===== src/rtl/alt_pkg.sv =====
// Shared widths, codes and controller/datapath interface types for the arc length table.
`default_nettype none

package alt_pkg;

	localparam int MODE_W = 2;
	localparam int IDX_W = 11;
	localparam int VAL_W = 17;
	localparam int STEP_W = 6;
	localparam int CFG_IW = 2;
	localparam int CFG_DW = 17;

	// fraction bits of the bisection bounds; enough for every midpoint of the step limit
	localparam int UFRAC = 50;

	localparam logic [MODE_W-1:0] MODE_LOAD = 2'd0;
	localparam logic [MODE_W-1:0] MODE_FWD = 2'd1;
	localparam logic [MODE_W-1:0] MODE_INV = 2'd2;

	localparam logic [CFG_IW-1:0] CFG_COUNT = 2'd0;
	localparam logic [CFG_IW-1:0] CFG_SPACING = 2'd1;

	localparam logic [IDX_W-1:0] COUNT_RST = 11'd1024;
	localparam logic [VAL_W-1:0] SPACING_RST = 17'd64;
	localparam logic [VAL_W-1:0] VAL_MAX = 17'h1FFFF;
	localparam logic [STEP_W-1:0] MAX_STEPS = 6'd50;

	typedef struct packed {
		logic load_wr;
		logic fwd_start;
		logic inv_start;
		logic fwd_mul;
		logic fwd_addr;
		logic fwd_prod;
		logic fwd_sum;
		logic inv_addr;
		logic inv_cmp;
		logic inv_res;
		logic out_load;
	} alt_cmd_t;

	typedef struct packed {
		logic inv_stop;
	} alt_stat_t;

endpackage

`default_nettype wire


===== src/rtl/alt_ctrl.sv =====
// Controller state machine: sequences load, forward and bisection items.
`default_nettype none

module alt_ctrl (
	input  logic                        clk,
	input  logic                        arst_n,
	input  logic                        in_valid,
	input  logic [alt_pkg::MODE_W-1:0]  in_mode,
	output logic                        in_stall,
	output logic                        out_valid,
	input  logic                        out_stall,
	input  alt_pkg::alt_stat_t          stat,
	output alt_pkg::alt_cmd_t           cmd
);
	import alt_pkg::*;

	localparam logic [3:0] ST_IDLE   = 4'd0;
	localparam logic [3:0] ST_F_MUL  = 4'd1;
	localparam logic [3:0] ST_F_ADDR = 4'd2;
	localparam logic [3:0] ST_F_PROD = 4'd3;
	localparam logic [3:0] ST_F_SUM  = 4'd4;
	localparam logic [3:0] ST_I_ADDR = 4'd5;
	localparam logic [3:0] ST_I_CMP  = 4'd6;
	localparam logic [3:0] ST_I_RES  = 4'd7;
	localparam logic [3:0] ST_DONE   = 4'd8;

	logic [3:0] state_q;
	logic [3:0] state_nx;
	logic       out_valid_q;
	logic       accept;
	logic       out_free;

	assign in_stall = (state_q != ST_IDLE);
	assign accept = in_valid && !in_stall;
	assign out_free = !out_valid_q || !out_stall;
	assign out_valid = out_valid_q;

	always_comb begin
		cmd = '0;
		cmd.load_wr = accept && (in_mode == MODE_LOAD);
		cmd.fwd_start = accept && (in_mode == MODE_FWD);
		cmd.inv_start = accept && (in_mode == MODE_INV);
		cmd.fwd_mul = (state_q == ST_F_MUL);
		cmd.fwd_addr = (state_q == ST_F_ADDR);
		cmd.fwd_prod = (state_q == ST_F_PROD);
		cmd.fwd_sum = (state_q == ST_F_SUM);
		cmd.inv_addr = (state_q == ST_I_ADDR);
		cmd.inv_cmp = (state_q == ST_I_CMP);
		cmd.inv_res = (state_q == ST_I_RES);
		cmd.out_load = (state_q == ST_DONE) && out_free;
	end

	always_comb begin
		state_nx = state_q;
		case (state_q)
			ST_IDLE: begin
				if (cmd.fwd_start)
					state_nx = ST_F_MUL;
				else if (cmd.inv_start)
					state_nx = ST_I_ADDR;
			end
			ST_F_MUL:  state_nx = ST_F_ADDR;
			ST_F_ADDR: state_nx = ST_F_PROD;
			ST_F_PROD: state_nx = ST_F_SUM;
			ST_F_SUM:  state_nx = ST_DONE;
			ST_I_ADDR: state_nx = ST_I_CMP;
			ST_I_CMP:  state_nx = stat.inv_stop ? ST_I_RES : ST_I_ADDR;
			ST_I_RES:  state_nx = ST_DONE;
			ST_DONE: begin
				if (out_free)
					state_nx = ST_IDLE;
			end
			default:   state_nx = ST_IDLE;
		endcase
	end

	always_ff @(posedge clk or negedge arst_n) begin
		if (!arst_n) begin
			state_q <= ST_IDLE;
			out_valid_q <= 1'b0;
		end else begin
			state_q <= state_nx;
			if (cmd.out_load)
				out_valid_q <= 1'b1;
			else if (!out_stall)
				out_valid_q <= 1'b0;
		end
	end

endmodule

`default_nettype wire


===== config.mk =====
export PLATFORM = sky130hd
export DESIGN_NAME = alt_ctrl
export DESIGN_NICKNAME = d
export VERILOG_FILES = /design/src/rtl/alt_pkg.sv /design/src/rtl/alt_ctrl.sv
export SDC_FILE = /design/constraint.sdc
export NUM_CORES = 1
export LEC_CHECK = 0
export ABC_AREA = 1
export BUFFER_PORTS_ARGS = -buffer_cell sky130_fd_sc_hd__buf_2
export CORE_AREA = 2 2 39 41
export CTS_CLUSTER_SIZE = 24
export DETAILED_ROUTE_END_ITERATION = 16
export DIE_AREA = 0 0 41 43
export GPL_TIMING_DRIVEN = 1
export PLACE_DENSITY = 0.67
export SLEW_MARGIN = 15
export SYNTH_ARGS = -nofsm -noshare
export SYNTH_HDL_FRONTEND = slang
export SYNTH_SLANG_ARGS = --single-unit

===== constraint.sdc =====
create_clock -name clk -period 1.06 [get_ports clk]
set_clock_uncertainty 0.05 [all_clocks]
set_input_delay 0.106 -clock clk [delete_from_list [all_inputs] [get_ports clk]]
set_output_delay 0.106 -clock clk [all_outputs]
set_load 0.01 [all_outputs]

* Word-level counts from Yosys, hierarchy flattened
Cells that the tools add are included.
** Word-level totals
- Latch bits :: 0
- Bits in writable memories :: 0
- Output and inout port bits :: 13
- Register bits :: 5
- Memories :: 0
- Word-level logic and storage cells :: 36
- ROM bits :: 0
** Operators by class
- Bitwise logic cells :: 0
- Shift-type cells :: 0
- Order comparisons :: 0
- Muxes and demuxes :: 7
- Multipliers :: 0
- Add/sub/neg operators :: 0
- Div/mod/pow operators :: 0
- Equal/unequal tests :: 13
- Reduce and logical (&&, ||, !) cells :: 14
** Operator list (count)
- $pmux 4 s8 :: 1
- $eq 4x3->1 const B :: 4
- $mux 4 :: 3
- $eq 4x2->1 const B :: 2
- $logic_and 1x1->1 :: 5
- $eq 4x1->1 const B :: 1
- $eq 4x4->1 const B :: 1
- $logic_not 4->1 :: 1
- $reduce_bool 4->1 :: 1
- $logic_not 1->1 :: 3
- $ne 3x3->1 const B :: 1
- $eq 2x1->1 const B :: 1
- $eq 2x2->1 const B :: 1
- $logic_not 2->1 :: 1
- $mux 1 :: 2
- $mux 2 :: 1
- $ne 2x1->1 const B :: 1
- $ne 2x2->1 const B :: 1
- $reduce_and 2->1 :: 1
- $reduce_or 2->1 :: 1
- $logic_or 1x1->1 :: 1

* Longest topological paths before layout
- Depth after elaboration :: 7
- Mapped depth :: 6

* Least setup slack after synthesis
Ideal clock, no wire load.
- Path kind :: register to register
- Start :: register state_q[1]
- End :: register state_q[0]
- Setup time :: 0.119 ns
- Setup slack :: -0.094 ns
- Arrival :: 0.985 ns
- Stages on the path, launching flop included :: 7
- Data required time :: 0.891 ns
- Path through :: dfrtp_1 nor2_2 nand2_1 a21oi_2 nand2_1 nand2_1 nor2_1
** On the way
- Longest elaborated chain between the ends :: 6
- Elaborated cells between the ends (all ways) :: 20
- Classes of those cells :: eq/ne: 10; mux: 2; reduce/logical: 8
** RTL lines
- start: declaration :: line alt_ctrl.sv:27 : logic [3:0] state_q;
- start signal: assignment :: line alt_ctrl.sv:82 : state_q <= state_nx;
- $reduce_bool 4->1 * :: line alt_ctrl.sv:33 : assign in_stall = (state_q != ST_IDLE);
- named net in_stall :: line alt_ctrl.sv:9 : output logic in_stall,
- $logic_not 1->1 * :: line alt_ctrl.sv:34 : assign accept = in_valid && !in_stall;
- $logic_and 1x1->1 * :: line alt_ctrl.sv:34
- $logic_and 1x1->1, on equally long branches :: line alt_ctrl.sv:41, alt_ctrl.sv:42
- $mux 4 or $ne 3x3->1 (tied branches)
- $pmux 4 s8 or $reduce_and 2->1 (tied branches)
The timed path passes the listed nets; every way through them passes the cells marked *.
A chain may end at the register's enable or synchronous reset.

==> metrics <==
outcome finished with violations; failing checks negative setup slack; initial antenna violation count 0; Hold Slack 48.95 ps; endpoints failing setup 16; clock sink count 5; row cnt 14; clk_lat worst skew 240 ps; Final Hold Viols 0; P_leak 0.4418 nW; GRT Overall Usage 0.1215; post-synthesis sequential area ratio 0.3344; I/O pin cnt 20; FF-to-FF End state_q[2]; routability cong. 0.7963; post-synth top area cell dfrtp_1; worst hold path depth 3; CP cell instances buf_4, buf_4, nor2_2, nand2_1, inv_2, buf_6; most common cell after layout, fill and taps aside buf_2; vias in the first global route 429; routed vias/inst 4.204; TritonCTS Buffers 3; clk slew on worst S/H paths 40 ps; Area contributors post-synth dfrtp_1 (33%), inv_1 (13%), nand2_1 (13%); Net Count, Synth 66; Max Cap Violations 0; unrepaired setup endpoints after global routing true; gr ovfl total 0; Hold Crit Class in -> reg; final slew viol count 0; final worst-path cycle share 1.390; DP HPWL 754.5 um; CP max stage cell dfrtp_1; Die Span Y 43 um; CTS Root Cell clkbuf_4; DR iter-0 viols 6; commonest non-fill, non-tap cells in the layout buf_2 (17), buf_4 (10), nand2_1 (9), nor2_1 (8); Buffers on Ports 19; Cell Pwr Density 3022 nW/um2; Crit. End Element output port; layout cells sized above 1 0.6495; Peak VDD IR 1.366 mV; DR vias 475; WL/cell 9.257 um; hold worst-path end state_q[1]; pin count of the biggest net entering global routing 6; crit path max fanout 3; # nets final 105; post-route antenna net violation count 0; synth-to-layout area growth 96.99%; critical path class reg -> out; DRC errors left 0; #FFs+latches synth 5; Slew @ Worst Pin 170.1 ps; most used cell along the critical path buf_4; cell area after synthesis 374.1 um2; hold wc startpoint stat; H-tree depth 1; setup ws final -412.9 ps; CP required 900 ps; Synth Instances 59; Synth Warn # 0; Max Buffers Root-to-Sink 2; core area 1384 um2; fill count 135; relative slew slack 0.8866; fin crit period 1473 ps; DR pass1 iterations 2; fmax 678.9 MHz; CTS tree done; Die X 41 um; post-synth top area share 0.3344; first-pass GRT wire length 1.421 mm; Critical Path Start Type flop; depth of the worst register-to-register path 8; Die Footprint 1763 um2; Unique masters post-synth 13; Worst Path Arrival 1320 ps; Starting Density 0.2703; Mean Syn Cell Area 6.341 um2; ANT cells 0; CP peak stage delay 420 ps; RR Startpoint state_q[0]; pre-CTS setup slack -184.6 ps; Routed WL 1.046 mm; r2r setup slk -290 ps
[repair_timing]
action	CTS	global route
hold buffers	1	0
pin swaps	6	5
endpoints found under the hold margin	5	0
setup buffers	5	3
endpoints found under the setup margin	17	17
resized for setup	11	13
[through the flow]
stage	instances	power [mW]	utilization	TNS, ps	area, um2
floorplan	59	1.085	-	-276.1	411.6
global placement	100	1.477	0.4132	-800.3	571.8
detailed placement	100	1.492	0.4132	-1063	571.8
CTS	110	2.016	0.4937	-4201	683.2
global route	113	2.394	0.5326	-5819	737.0
finish	113	2.227	0.5326	-4662	737.0
[worst max-delay path by stage]
| stage | endpoint | startpoint |
|---|---|---|
| after global placement | cmd[0] | state_q[0] |
| after detailed placement | cmd[0] | state_q[0] |
| after global routing | cmd[2] | state_q[0] |
| final | cmd[2] | state_q[0] |
| after CTS | cmd[0] | state_q[2] |
| after floorplan | state_q[0] | state_q[3] |
[flip-flops by register name, summed over array words and instances, names as in the netlist]
register,cells
state_q,4
out_valid,1
[power by group]
part           internal [mW]  switching [mW]  total [mW]
logic                  0.786           0.838        1.62
registers              0.287           0.103       0.391
clock network          0.142          0.0714       0.213
total                   1.22            1.01        2.23
[critical path: cells and delay by family, from the launching register on]
| family | cells | cell delay [ps] |
|---|---|---|
| simple gates | 2 | 170 |
| buf+inv | 4 | 490 |
| flops | 1 | 420 |
[kinds of logic after synthesis]
group	synth area share
AO/OA/AOI/OAI	0.03678
buffers and inverters	0.1505
flip-flops	0.3344
AND/OR/NAND/NOR	0.4783
[area by class of cell]
class	instances	area, um2	share of cell area
tap	16	20.02	0.02716
multi-input combinational	39	267.8	0.3633
sequential	5	126.4	0.1715
clock buffer	4	26.28	0.03565
inverter	15	58.81	0.07980
timing repair buffer	34	237.7	0.3226
[routing by layer]
layer  global-route usage  part of all wire  up-vias
li1                     -                 -      252
met1               0.1122              0.39      215
met2               0.2031              0.59        8
met3              0.03141             0.025        0
met4               0.1000                 0        0
met5                    0                 0        -
[synth_stat cells, drive strengths merged]
cell	instances
nand3	3
inv	15
nor3	5
nand4	1
nand2	13
nor2	15
dfrtp	5
a21oi	2
Note: power is estimated with default switching activity, not from simulation.
